==> src/rtl/cht_pkg.sv <==
package cht_pkg;

   localparam int KEY_W = 64;
   localparam int VAL_W = 32;
   localparam int CFG_W = 11;

   localparam logic [1:0] REQ_PUT    = 2'd0;
   localparam logic [1:0] REQ_GET    = 2'd1;
   localparam logic [1:0] REQ_HAS    = 2'd2;
   localparam logic [1:0] REQ_REMOVE = 2'd3;

   localparam logic [1:0] ST_DONE      = 2'd0;
   localparam logic [1:0] ST_DUP       = 2'd1;
   localparam logic [1:0] ST_NOT_FOUND = 2'd2;
   localparam logic [1:0] ST_POOL_FULL = 2'd3;

   localparam logic [CFG_W-1:0] BUCKET_COUNT_RESET = 11'd1024;

   typedef struct packed {
      logic [1:0]       req_type;
      logic [KEY_W-1:0] key;
      logic [VAL_W-1:0] value_in;
   } req_word_type;

   typedef struct packed {
      logic [1:0]       status;
      logic             found;
      logic [VAL_W-1:0] value_out;
   } rsp_word_type;

endpackage

==> src/rtl/cht_front.sv <==
module cht_front #(
   parameter int BUCKETS = 1024
) (
   input  logic                          clock,
   input  logic                          reset,
   input  logic                          hold,
   input  logic [cht_pkg::CFG_W-1:0]     bucket_count,
   input  logic                          req_push,
   output logic                          req_full,
   input  cht_pkg::req_word_type         req_word,
   output logic                          q_valid,
   input  logic                          q_pop,
   output cht_pkg::req_word_type         q_word,
   output logic [$clog2(BUCKETS)-1:0]    q_bucket
);
   import cht_pkg::*;

   localparam int HB = $clog2(BUCKETS);
   localparam int RW = $clog2(BUCKETS + 1);

   logic              busy_ff, busy_in;
   logic              pend_ff, pend_in;
   logic [5:0]        cnt_ff, cnt_in;
   logic [KEY_W-1:0]  ksh_ff, ksh_in;
   logic [RW-1:0]     rem_ff, rem_in;
   logic [RW-1:0]     bc_ff, bc_in;
   req_word_type      word_ff, word_in;
   logic [RW:0]       trial;
   logic [RW-1:0]     bc_eff;
   logic              accept;
   logic              q_push;

   req_word_type      qw_ff [2];
   logic [HB-1:0]     qb_ff [2];
   logic              wp_ff, rp_ff;
   logic [1:0]        qc_ff;

   always_comb begin
      if (bucket_count == '0) begin
         bc_eff = RW'(1);
      end else if (32'(bucket_count) > BUCKETS) begin
         bc_eff = RW'(BUCKETS);
      end else begin
         bc_eff = RW'(bucket_count);
      end
   end

   assign req_full = busy_ff | pend_ff | hold;
   assign accept   = req_push & ~req_full;
   assign q_push   = pend_ff & (qc_ff != 2'd2);
   assign trial    = {rem_ff, ksh_ff[KEY_W-1]};

   always_comb begin
      busy_in = busy_ff;
      pend_in = pend_ff;
      cnt_in  = cnt_ff;
      ksh_in  = ksh_ff;
      rem_in  = rem_ff;
      bc_in   = bc_ff;
      word_in = word_ff;
      if (accept) begin
         busy_in = 1'b1;
         cnt_in  = '0;
         ksh_in  = req_word.key;
         rem_in  = '0;
         bc_in   = bc_eff;
         word_in = req_word;
      end else if (busy_ff) begin
         if (trial >= {1'b0, bc_ff}) begin
            rem_in = RW'(trial - {1'b0, bc_ff});
         end else begin
            rem_in = RW'(trial);
         end
         ksh_in = ksh_ff << 1;
         cnt_in = cnt_ff + 6'd1;
         if (cnt_ff == 6'd63) begin
            busy_in = 1'b0;
            pend_in = 1'b1;
         end
      end else if (q_push) begin
         pend_in = 1'b0;
      end
   end

   always_ff @(posedge clock) begin
      if (reset) begin
         busy_ff <= 1'b0;
         pend_ff <= 1'b0;
         wp_ff   <= 1'b0;
         rp_ff   <= 1'b0;
         qc_ff   <= 2'd0;
      end else begin
         busy_ff <= busy_in;
         pend_ff <= pend_in;
         if (q_push) begin
            wp_ff <= ~wp_ff;
         end
         if (q_pop) begin
            rp_ff <= ~rp_ff;
         end
         qc_ff <= qc_ff + {1'b0, q_push} - {1'b0, q_pop};
      end
      cnt_ff  <= cnt_in;
      ksh_ff  <= ksh_in;
      rem_ff  <= rem_in;
      bc_ff   <= bc_in;
      word_ff <= word_in;
      if (q_push) begin
         qw_ff[wp_ff] <= word_ff;
         qb_ff[wp_ff] <= rem_ff[HB-1:0];
      end
   end

   assign q_valid  = qc_ff != 2'd0;
   assign q_word   = qw_ff[rp_ff];
   assign q_bucket = qb_ff[rp_ff];

endmodule

==> config.mk <==
export PLATFORM = sky130hd
export DESIGN_NAME = cht_front
export DESIGN_NICKNAME = d
export VERILOG_FILES = /design/src/rtl/cht_pkg.sv /design/src/rtl/cht_front.sv
export SDC_FILE = /design/constraint.sdc
export NUM_CORES = 1
export LEC_CHECK = 0
export ABC_CLOCK_PERIOD_IN_PS = 5700
export BUFFER_PORTS_ARGS = -buffer_cell sky130_fd_sc_hd__buf_2
export CELL_PAD_IN_SITES_DETAIL_PLACEMENT = 1
export CELL_PAD_IN_SITES_GLOBAL_PLACEMENT = 1
export CORE_MARGIN = 10
export CORE_UTILIZATION = 43
export DETAILED_ROUTE_END_ITERATION = 16
export PLACE_DENSITY_LB_ADDON = 0.08
export SLEW_MARGIN = 20
export SYNTH_ARGS = -nofsm -noshare
export SYNTH_HDL_FRONTEND = slang
export SYNTH_SLANG_ARGS = --single-unit
==> constraint.sdc <==
create_clock -name clock -period 5.7 [get_ports clock]
set_clock_uncertainty 0.1 [all_clocks]
set_input_delay 0.57 -clock clock [delete_from_list [all_inputs] [get_ports clock]]
set_output_delay 0.57 -clock clock [all_outputs]
set_load 0.01 [all_outputs]
==> results of run 1 <==
-- through the flow --
step | hold slack (ns) | setup WS [ns]
final | 0.114 | 1.62
after floorplan | 0.321 | 0.0162
after global routing | 0.0864 | 1.21
after global placement | 0.322 | 1.53
after CTS | 0.0894 | 1.48
after detailed placement | 0.330 | 1.46
-- worst max-delay path, delay by kind of cell (launching register included) --
family,cells,cell delay (ns)
buffers and inverters,3,1.65
and+or+nand+nor,3,1.34
DFF,1,0.53
-- cell type report --
cell class	count	area share [%]
Timing Repair Buffer	229	6.35
Antenna cell	2	0.0274
Sequential cell	413	66.5
Tap cell	461	3.15
Clock inverter	19	0.985
Clock buffer	56	6.26
Inverter	21	0.465
Multi-Input combinational cell	447	16.3
-- registers in the layout, indices dropped and copies added, names as in the netlist, named ones only --
name	flops
rp_ff	1
rem_ff	11
wp_ff	1
word_ff	98
qw_ff	196
bc_ff	11
qc_ff	2
pend_ff	1
cnt_ff	6
qb_ff	20
busy_ff	1
ksh_ff	64
-- synthesized netlist by cell type (6+ instances only) --
master	n	area, um^2
sky130_fd_sc_hd__mux2_2	108	1220
sky130_fd_sc_hd__buf_2	6	30.0
sky130_fd_sc_hd__edfxtp_1	389	11700
sky130_fd_sc_hd__nand2_1	203	762
sky130_fd_sc_hd__a31oi_1	7	43.8
sky130_fd_sc_hd__clkbuf_1	19	71.3
sky130_fd_sc_hd__xor2_1	11	96.3
sky130_fd_sc_hd__nor2_1	19	71.3
sky130_fd_sc_hd__nor2b_1	11	68.8
sky130_fd_sc_hd__inv_1	20	75.1
sky130_fd_sc_hd__o21ai_0	9	45.0
sky130_fd_sc_hd__dfxtp_1	24	480
sky130_fd_sc_hd__buf_1	6	22.5
sky130_fd_sc_hd__a21oi_1	7	35.0
sky130_fd_sc_hd__and3_1	6	37.5
sky130_fd_sc_hd__ha_1	14	175
-- cell families after synthesis --
family / share of synthesized area (%)
xor+xnor: 0.914
flops: 79.3
buf+inv: 1.40
mux: 8.26
fa+ha+maj: 1.27
simple gates: 6.98
compound gates: 1.87
-- power by group --
part	internal (mW)	total, mW	switching, mW
Sequential	3.44	3.51	0.0689
Combinational	0.182	0.423	0.240
Clock	1.55	2.65	1.09
-- layout by cell type, fill, tap and decap left out, drive strengths merged, types with 4 or more instances in the layout --
cell / n
and3: 6
nor2: 19
clkinv: 15
edfxtp: 389
clkbuf: 56
nand4: 5
nand3: 6
o21ai: 11
a31oi: 7
nor2b: 11
ha: 14
dfxtp: 24
xor2: 11
nand2b: 4
buf: 229
a21oi: 9
mux2: 110
nand2: 203
xnor2: 5
inv: 21
-- worst paths after layout --
kind,start,endpoint,cells past startpoint
max,busy_ff$_SDFF_PP0_,ksh_ff[31]$_DFFE_PP_,6
min,req_word[10],word_ff[10]$_DFFE_PP_,1
max reg2reg,busy_ff$_SDFF_PP0_,ksh_ff[31]$_DFFE_PP_,6
min reg2reg,word_ff[26]$_DFFE_PP_,qw_ff[1][26]$_DFFE_PP_,0
-- per-layer routing --
metal	vias to the layer above	global-route usage (%)	routed length [um]
li1	3842	-	-
met1	4035	18.5	14200
met2	157	26.1	16900
met3	46	3.27	1600
met4	0	3.60	573
met5	-	0	0
==> impl_summary.md, run 1 <==
Final layout
The non-filler instance count after layout is 1648. The post-layout utilization of the core is 51.7%. The footprint of the multi-input gates is 2980 um^2. The ratio of cells with drive above 1 in the final layout is 34.1%.

The final standard cell area without fillers is 18300 um^2. Registers take 12200 um^2. The number of nets at the end of the flow is 1285. The area growth from synthesis to layout is 19.3%. The number of fillers in the final layout is 3475.

Place
The total placed instance area is 17000 um^2. The port buffer count is 223. The number of placed instances, taps included, is 1571.

The final weighted congestion of routability-driven global placement is 0.715. The half-perimeter wire length after placement is 21.6 mm.

STA
Setup violations remaining at the end of the flow were counted as 0. The slew at the pin closest to its max-slew limit is 0.989 ns. In the final timing run, aggregate negative setup slack is 0 ns. Timing would allow up to 0.245 GHz.

The max-slew violation count is 0. The number of hold violations in the final report was 0. Setup repair after global routing left no endpoint under its margin. The headroom to the max-slew limit is 34.1%. After layout, the worst path uses 71.5% of the clock period. The clock period minus final worst setup slack is 4.08 ns.

Worst setup path
The worst setup path is captured at a flop. The data arrival time of the critical path is 4.13 ns. For the worst setup path, the data required time is 5.75 ns.

The worst setup path is of the reg -> reg kind. The element type at the critical path start is a flop. Traced cell by cell, the critical path runs through nor3_1 -> nand2_4 -> inv_6 -> nor2_1 -> clkinv_2 -> buf_4. For flop-to-flop paths, the worst setup slack is 1.62 ns.

The largest single stage delay on the critical path is 0.90 ns. The slowest library cell on the worst path is sky130_fd_sc_hd__inv_6. Along the worst path, the maximum fanout reaches 106.

Route
In the final routed layout, each cell accounts on average for 20.2 um. For this run, design rule violations remaining after detail routing come to 0. After detailed routing, the number of vias per cell comes to 4.90. The detailed router's first-iteration violation count is 408.

The iteration count of the initial detailed-routing pass is 4. Once detail routing completed, the nets flagged for antenna violations numbered 0. Detailed routing inserted a total of 8080 vias. The routed design has 33.3 mm of wire.

Clock tree
The root buffer selected by CTS is sky130_fd_sc_hd__clkbuf_16. Clock-pin slew was measured on the worst setup and hold paths at 0.06 ns. The H-tree level count is 2. TritonCTS built the clock tree. The sink count of the clock tree is 413. The total clock buffers created by CTS is 44. The number of gates given a new drive strength after cts is 0. For the worst-skew pair, the clock arrives at the later sink with an insertion delay of 0.53 ns. After clock tree synthesis, the flow added hold-fix buffers numbering 0. The clock passes through at most 3 buffers. The number of setup buffers added after CTS is 0.

Die
The initial standard-cell utilization of the core is 43.3%. After floorplanning, the core was divided into 69 placement rows. The floorplan step defined a die boundary enclosing 43600 um^2. The floorplan step set the die width to 209 um. From bottom edge to top edge, the die measures 209 um. For this design the top-level I/O count stands at 224. The area of the placeable core is 35400 um^2.

Logic synthesis
The synthesized flop and latch total is 413. The cell area after technology mapping is 15300 um^2. The number of nets in the synthesized netlist is 1042. The number of enable flip-flop cells after synthesis is 389. Counting flops with an async set or reset pin after synthesis yields a share of 0%.

The most common flop cell mapped by yosys is sky130_fd_sc_hd__edfxtp_1. Of the synthesized area, sequential elements account for 79.3%. The count of warnings emitted by yosys is 0. The netlist uses 43 different library cells. The average footprint of a synthesized cell is 16.8 um^2. Counting every instance in the synthesized netlist gives 913.

Pwr
The worst supply voltage drop on vdd is 0.274 mV. The analysis attributes to cell leakage a power of 6.82 nW. Dividing total power by cell area gives a power density of 360 nW/um^2.

The overall power of the completed layout is 6.58 mW.

Global routing
The initial antenna violation count is 2. The remaining global-route overflow is 0. Global routing used 15.0% of the available tracks. The first-pass GRT wire length is 51.5 mm.

Entering global routing, the biggest net connects 107 pins. The number of global-route vias before repair was 8855.

Min path
The min-delay analysis places its worst path in the category in -> reg.

Status
The flow ran to the end, and the final reports show no timing, DRC or antenna violations.

Run
Across the run, the number of max-cap violations was 0.
Power figures use the tool's default switching activity.
==> run 2: changes to the inputs <==
- ABC_CLOCK_PERIOD_IN_PS: 5700 -> 3700
- clock period: 5.7 -> 3.7 ns (I/O delays scaled with it)
==> run 2 against run 1 <==
- first-iteration DRC count shrank 4.9%
- die area is the same
- largest power group unchanged
- critical path depth shrank 3
- hold slack lost 0.078 ns
- wire length grew 4.9%
- combinational power grew 84%
- non-clock buffer count grew 109
- clock-buffer cell count grew 1
- core utilization grew 3.5 points
- sequential power grew 54%
- critical path type is now reg -> out
- worst setup slack lost 0.65 ns
- power grew 61%
==> impl_summary.md, run 2 (synthesized netlist as in run 1, its figures left out) <==
Final layout
The footprint of the multi-input gates came to 2980 um^2 (unchanged). The number of nets at the end of the flow is 1394 (was 1285). The post-layout utilization of the core was 55.2% (was 51.7%). Highest-count cells in the layout ignoring fill and taps: sky130_fd_sc_hd__edfxtp_1, sky130_fd_sc_hd__buf_2, sky130_fd_sc_hd__nand2_1 (unchanged).

The register with the most flip-flops was qw_ff (unchanged). The area occupied by registers is 12200 um^2 (unchanged). Registers with the most flip-flops: qw_ff x196, word_ff x98, ksh_ff x64 (unchanged).

The number of fillers in the final layout was 3385 (was 3475). The area added between synthesis and finish was 27.4% (was 19.3%). The ratio of cells with drive above 1 in the final layout came to 32.0% (was 34.1%). The commonest non-fill, non-tap cell in the layout is sky130_fd_sc_hd__edfxtp_1 (unchanged). The number of flip-flops in the largest register is 196 (unchanged).

STA
The clock period minus final worst setup slack is 2.73 ns. The headroom to the max-slew limit is 29.9% (was 34.1%). The final hold slack is 0.0363 ns (was 0.114 ns). The final-layout setup total negative slack is 0 ns (unchanged). For this run, the top clock speed supported by timing is 0.367 GHz.

Unrepaired setup endpoints after global routing: false (unchanged). The slew at the pin closest to its max-slew limit is 1.05 ns (was 0.989 ns). The final critical path takes up 73.7% of the cycle. The max-slew violation count is 0 (unchanged). The total of endpoints with negative setup slack in the final report is 0 (unchanged). The number of hold violations in the final report was 0 (unchanged). The setup slack of the critical path after layout is 0.973 ns (was 1.62 ns).

Global routing
The initial antenna violation count came to 2 (unchanged). The number of global-route vias before repair was 9241 (was 8855). The remaining global-route overflow is 0 (unchanged). The first-pass GRT wire length is 53.6 mm (was 51.5 mm). The pin count of the biggest net entering global routing is 181 (was 107). The total routing resource utilization after global routing was 15.7% (was 15.0%).

Min path
The worst min-delay path class is in -> reg (unchanged). The origin of the worst min-delay path is bucket_count[7] (was req_word[10]). The endpoint of the worst hold path is bc_ff[7]$_SDFFCE_PP0P_ (was word_ff[10]$_DFFE_PP_). The number of instances on the worst hold path is 2 (was 1).

Status
Outcome: finished clean (unchanged).

Place
The half-perimeter wire length after placement is 21.3 mm (was 21.6 mm). The worst slack at placement was 1.12 ns (was 1.46 ns). The final weighted congestion of routability-driven global placement is 0.752 (was 0.715). The port buffer count came to 223 (unchanged).

Worst setup path
The maximum fanout along the worst path is 27 (was 106). The element type at the critical path start is a flop (unchanged). The data arrival time of the critical path is 2.26 ns (was 4.13 ns).

The startpoint of the lowest-slack register-to-register path is ksh_ff[63]$_DFFE_PP_ (was busy_ff$_SDFF_PP0_). The path type of the worst setup path was reg -> out (was reg -> reg). The number of cells traversed by the worst register-to-register path is 9 (was 6). The terminus of the critical flop-to-flop path is rem_ff[0]$_SDFFE_PP0P_ (was ksh_ff[31]$_DFFE_PP_). The sort of element at the end of the critical path is an output port (was flop). The data required time at the worst endpoint is 3.23 ns (was 5.75 ns). The register-to-register setup slack is 1.22 ns (was 1.62 ns).

Clock tree
The clock tree from TritonCTS is yes (unchanged). The sink count of the clock tree is 413 (unchanged). The post-CTS clock slew at the launch and capture registers of the worst setup and hold paths is 0.06 ns (about the same). The clock tree buffer depth is 3 (unchanged). The insertion delay of the later-clocked pin in the worst-skew pair came to 0.56 ns (was 0.53 ns).

The H-tree level count is 2 (unchanged). The total clock buffers created by CTS is 44 (unchanged). The number of gates given a new drive strength after cts came to 0 (unchanged). The root buffer selected by CTS is sky130_fd_sc_hd__clkbuf_16 (unchanged).

Die
The placement row count is 69 (unchanged). The area of the placeable core came to 35400 um^2 (unchanged). The vertical extent of the die came to 209 um (unchanged). The initial standard-cell utilization of the core is 43.3% (unchanged). The overall die area is 43600 um^2 (unchanged). The count of pins on the block boundary is 224 (unchanged). The die outline width is 209 um (unchanged).

Pwr
The static leakage came to 7.36 nW (was 6.82 nW). The power per cell area is 542 nW/um^2 (was 360 nW/um^2). The worst supply voltage drop on vdd is 0.575 mV (was 0.274 mV).

Route
The detailed-route wire length per cell is 19.8 um (was 20.2 um). The iteration count of the initial detailed-routing pass is 4 (unchanged). The aggregate routed wire length is 34.9 mm (was 33.3 mm). The number of nets still failing antenna checks after routing came to 0 (unchanged).

The via density per instance is 4.89 (was 4.90). The total number of vias is 8598 (was 8080). The detailed router's first-iteration violation count was 388 (was 408). The remaining design rule violation count was 0 (unchanged).

Run
The count of maximum capacitance violations is 0 (unchanged).
-- run 2: changes by cell type in the layout (fill, tap and decap cells not counted), moves of 2 or more --
cell	delta
sky130_fd_sc_hd__dlygate4sd3_1	+105
sky130_fd_sc_hd__clkinv_1	-3
sky130_fd_sc_hd__bufinv_16	+3
sky130_fd_sc_hd__clkinv_2	+3
sky130_fd_sc_hd__buf_12	+4
sky130_fd_sc_hd__inv_6	+2
-- run 2: worst max path at each step --
stage	to	from	slack, ns	cells after the start
4_1_cts	q_word[67]	flop	0.89	3
3_3_place_gp	rem_ff[10]$_SDFFE_PP0P_	ksh_ff[63]$_DFFE_PP_	1.23	9
2_1_floorplan	qb_ff[1][0]$_DFFE_PP_	qc_ff[0]$_SDFF_PP0_	0.16	3
3_5_place_dp	ksh_ff[20]$_DFFE_PP_	hold	1.12	7
6_report	q_word[67]	flop	0.97	3
5_1_grt	q_word[67]	flop	0.86	3
-- run 2: final cells by class --
type / count / share of cell area [%]
Sequential cell: 413 / 62.2
Multi-Input combinational cell: 447 / 15.2
Timing Repair Buffer: 338 / 11.7
Clock buffer: 57 / 6.04
Tap cell: 461 / 2.95
Clock inverter: 21 / 1.33
Inverter: 21 / 0.435
Antenna cell: 2 / 0.0256
-- run 2: worst max-delay path, stage by stage, from the launching register on --
cell and delay [ns]:
sky130_fd_sc_hd__dfxtp_4 0.65, sky130_fd_sc_hd__buf_4 0.46, sky130_fd_sc_hd__mux2_2 0.41, sky130_fd_sc_hd__buf_2 0.15
-- run 2: timing repair --
item	CTS	global route
hold endpoints to repair	160	0
setup buffers	0	0
hold buffers	105	0
-- run 2: where the power goes --
group          total (mW)  switching [mW]  internal, mW
clock network        4.41            1.75          2.67
registers            5.39          0.0884          5.30
logic               0.780           0.419         0.361
-- run 2: metrics by stage --
| step | power, mW | instances | cell area (um^2) |
|---|---|---|---|
| floorplan | 5.89 | 913 | 15300 |
| global placement | 6.17 | 1575 | 17000 |
| detailed placement | 6.19 | 1575 | 17000 |
| CTS | 10.7 | 1758 | 19500 |
| global route | 11.0 | 1759 | 19500 |
| finish | 10.6 | 1760 | 19500 |
-- run 2: metal layers --
layer | share of wire (%) | vias up | routed length (um) | global-route usage [%]
met3 | 4.8 | 60 | 1690 | 3.68
met2 | 51 | 173 | 18000 | 27.3
met5 | 0 | - | 0 | 0
li1 | - | 4058 | - | -
met4 | 2.2 | 0 | 751 | 5.09
met1 | 42 | 4307 | 14500 | 18.8
==> run 3: changes to the inputs <==
- ABC_CLOCK_PERIOD_IN_PS: 3700 -> 2450
- clock period: 3.7 -> 2.45 ns (I/O delays scaled with it)
==> run 3 against run 2 <==
- worst setup slack lost 0.84 ns
- hold slack gained 0.20 ns
- power grew 49%
- largest power group unchanged
- final cell count grew 1.6%
- highest routed layer is now met5
- core utilization grew 0.76 points
- critical path depth is the same
==> impl_summary.md, run 3 (synthesized netlist as in run 1, its figures left out) <==
Die
The initial standard-cell utilization of the core was 43.3% (unchanged). The overall die area is 43600 um^2 (unchanged). The placement row count is 69 (unchanged). The area of the placeable core is 35400 um^2 (unchanged). The vertical extent of the die is 209 um (unchanged). The die outline width is 209 um (unchanged).

The count of pins on the block boundary was 224 (unchanged).

Route
The detailed-route wire length per cell is 19.7 um (was 19.8 um). The number of nets still failing antenna checks after routing is 0 (unchanged). The detailed router's first-iteration violation count came to 464 (was 388). The top layer used by detailed routing was met5 (was met4). The via density per instance is 4.85 (was 4.89).

The iteration count of the initial detailed-routing pass is 4 (unchanged). The total number of vias is 8681 (was 8598). The met2 routed wirelength is 18.2 mm (was 18.0 mm). The remaining design rule violation count came to 0 (unchanged). The length of routed met3 wiring is 1.50 mm (was 1.69 mm). The aggregate routed wire length is 35.3 mm (was 34.9 mm). The post-route met1 wirelength is 14.9 mm (was 14.5 mm).

STA
In the finished design, the share of the clock period the worst path needs comes to 94.7%. The headroom to the max-slew limit is 45.3% (was 29.9%). The final hold slack is 0.238 ns (was 0.0363 ns). The total of endpoints with negative setup slack in the final report is 0 (unchanged).

The maximum clock frequency is 0.431 GHz. The max-slew violation count is 0 (unchanged). The setup slack of the critical path after layout came to 0.131 ns (was 0.973 ns).

The number of hold violations in the final report came to 0 (unchanged). The slew at the pin closest to its max-slew limit is 0.821 ns (was 1.05 ns). Counting I/O delays and the setup requirement, the final critical path takes 2.32 ns.

Worst setup path
The path type of the worst setup path is reg -> out (unchanged). The sort of element at the end of the critical path is an output port (unchanged). The kind of cell with the highest combined delay on the critical path is flip-flops (unchanged). The maximum fanout along the worst path is 53 (was 27). The number of cells traversed by the worst register-to-register path is 9 (unchanged). The slowest library cell on the worst path is sky130_fd_sc_hd__dfxtp_4 (unchanged). The data required time at the worst endpoint is 2.11 ns (was 3.23 ns).

The largest stage delay on the critical path was 0.52 ns (was 0.65 ns). The data arrival time of the critical path came to 1.97 ns (was 2.26 ns). The count of buffering cells on the critical path with inverters included came to 2 (unchanged).

The register-to-register setup slack is 0.15 ns (was 1.22 ns). The element type at the critical path start is a flop (unchanged). Worst path cell trace: buf_12 -> mux2_2 -> buf_2 (was buf_4 -> mux2_2 -> buf_2). The terminus of the critical flop-to-flop path is rem_ff[8]$_SDFFE_PP0P_ (was rem_ff[0]$_SDFFE_PP0P_). The startpoint of the lowest-slack register-to-register path is bc_ff[5]$_SDFFCE_PP0P_ (was ksh_ff[63]$_DFFE_PP_).

Pwr
The overall power of the completed layout is 15.8 mW (was 10.6 mW). The worst supply voltage drop on vdd is 0.441 mV (was 0.575 mV). The power per cell area came to 799 nW/um^2 (was 542 nW/um^2). The static leakage is 7.48 nW (was 7.36 nW).

Min path
The origin of the worst min-delay path is hold (was bucket_count[7]). The worst min-delay path class is in -> reg (unchanged). The number of instances on the worst hold path is 4 (was 2). The endpoint of the worst hold path is ksh_ff[0]$_SDFFCE_PN0P_ (was bc_ff[7]$_SDFFCE_PP0P_).

Final layout
The antenna cell count is 0 (was 2). The post-layout utilization of the core is 56.0% (was 55.2%). The register with the most flip-flops is qw_ff (unchanged).

The non-filler instance count after layout was 1789 (was 1760). The number of nets at the end of the flow is 1422 (was 1394). The number of fillers in the final layout came to 3444 (was 3385).

The area added between synthesis and finish is 29.2% (was 27.4%). The commonest non-fill, non-tap cell in the layout is sky130_fd_sc_hd__edfxtp_1 (unchanged). Highest-count cells in the layout ignoring fill and taps: sky130_fd_sc_hd__edfxtp_1, sky130_fd_sc_hd__buf_2, sky130_fd_sc_hd__nand2_1 (unchanged). The number of flip-flops in the largest register is 196 (unchanged).

The ratio of cells with drive above 1 in the final layout is 32.7% (was 32.0%). Registers with the most flip-flops: qw_ff x196, word_ff x98, ksh_ff x64 (unchanged).

Run
The count of maximum capacitance violations is 0 (unchanged).

Clock tree
The root buffer selected by CTS was sky130_fd_sc_hd__clkbuf_16 (unchanged). The H-tree level count is 2 (unchanged). The clock tree from TritonCTS is yes (unchanged).

The clock tree buffer depth is 3 (unchanged). The insertion delay of the later-clocked pin in the worst-skew pair came to 0.55 ns (was 0.56 ns). The post-CTS clock slew at the launch and capture registers of the worst setup and hold paths is 0.06 ns (about the same).

The total clock buffers created by CTS is 44 (unchanged). The sink count of the clock tree is 413 (unchanged).

Global routing
The remaining global-route overflow came to 0 (unchanged). The total routing resource utilization after global routing was 15.9% (was 15.7%). The first-pass GRT wire length is 54.8 mm (was 53.6 mm). The initial antenna violation count was 1 (was 2).

The pin count of the biggest net entering global routing is 117 (was 181). The number of global-route vias before repair is 9552 (was 9241).

Place
The final weighted congestion of routability-driven global placement is 0.754 (was 0.752). The number of placed cells counting well taps is 1581 (was 1575). The half-perimeter wire length after placement is 21.8 mm (was 21.3 mm). The port buffer count is 223 (unchanged). The worst slack at placement is 0.0335 ns (was 1.12 ns).

Status
Outcome: finished clean (unchanged).
-- run 3: final cells by class --
cell class / instances / area (um^2) / area share (%)
Timing Repair Buffer: 365 / 2580 / 13.0
Clock buffer: 53 / 1160 / 5.83
Sequential cell: 413 / 12200 / 61.4
Tap cell: 461 / 577 / 2.91
Multi-Input combinational cell: 448 / 3000 / 15.2
Inverter: 21 / 87.6 / 0.442
Clock inverter: 28 / 240 / 1.21
-- run 3: worst max path at each step --
stage | from | cells past startpoint | end | slack, ns
after CTS | ksh_ff[63]$_DFFE_PP_ | 9 | rem_ff[0]$_SDFFE_PP0P_ | 0.007
final | flop | 3 | q_word[40] | 0.13
after detailed placement | ksh_ff[63]$_DFFE_PP_ | 9 | rem_ff[0]$_SDFFE_PP0P_ | 0.03
after global routing | bc_ff[5]$_SDFFCE_PP0P_ | 9 | rem_ff[8]$_SDFFE_PP0P_ | -0.004
after floorplan | qc_ff[0]$_SDFF_PP0_ | 4 | qb_ff[0][0]$_DFFE_PP_ | -0.21
after global placement | ksh_ff[63]$_DFFE_PP_ | 9 | rem_ff[0]$_SDFFE_PP0P_ | 0.14
-- run 3: layer usage --
layer,up-vias,GRT usage (%)
met5,-,0
met1,4336,19.3
li1,4132,-
met2,163,27.8
met3,48,3.31
met4,2,4.69
-- run 3: stage by stage --
step	instance area, um^2	setup TNS [ns]
6_report	19800	0
5_1_grt	19800	-0.00369
4_1_cts	19700	0
3_5_place_dp	17100	0
3_3_place_gp	17100	0
2_1_floorplan	15300	-23.07
-- run 3: repair_timing --
action	in CTS	in global routing
setup buffers	0	6
hold buffers	120	0
resized for setup	0	5
setup endpoints to repair	0	8
hold endpoints to repair	180	0
-- run 3: worst register-to-register path, stage by stage (launching register included) --
cell and delay (ns):
sky130_fd_sc_hd__edfxtp_1 0.36, sky130_fd_sc_hd__inv_1 0.06, sky130_fd_sc_hd__ha_1 0.24, sky130_fd_sc_hd__a211o_1 0.33, sky130_fd_sc_hd__a21oi_2 0.19, sky130_fd_sc_hd__nand3_2 0.12
sky130_fd_sc_hd__o21ai_4 0.31, sky130_fd_sc_hd__buf_4 0.18, sky130_fd_sc_hd__mux2i_1 0.18, sky130_fd_sc_hd__o22ai_1 0.09
-- run 3: power by group --
group	internal [mW]	leakage, nW	switching, mW	total (mW)
registers	8.01	3.78	0.117	8.12
logic	0.594	3.02	0.669	1.26
clock network	3.78	0.685	2.65	6.44
total	12.4	7.48	3.44	15.8
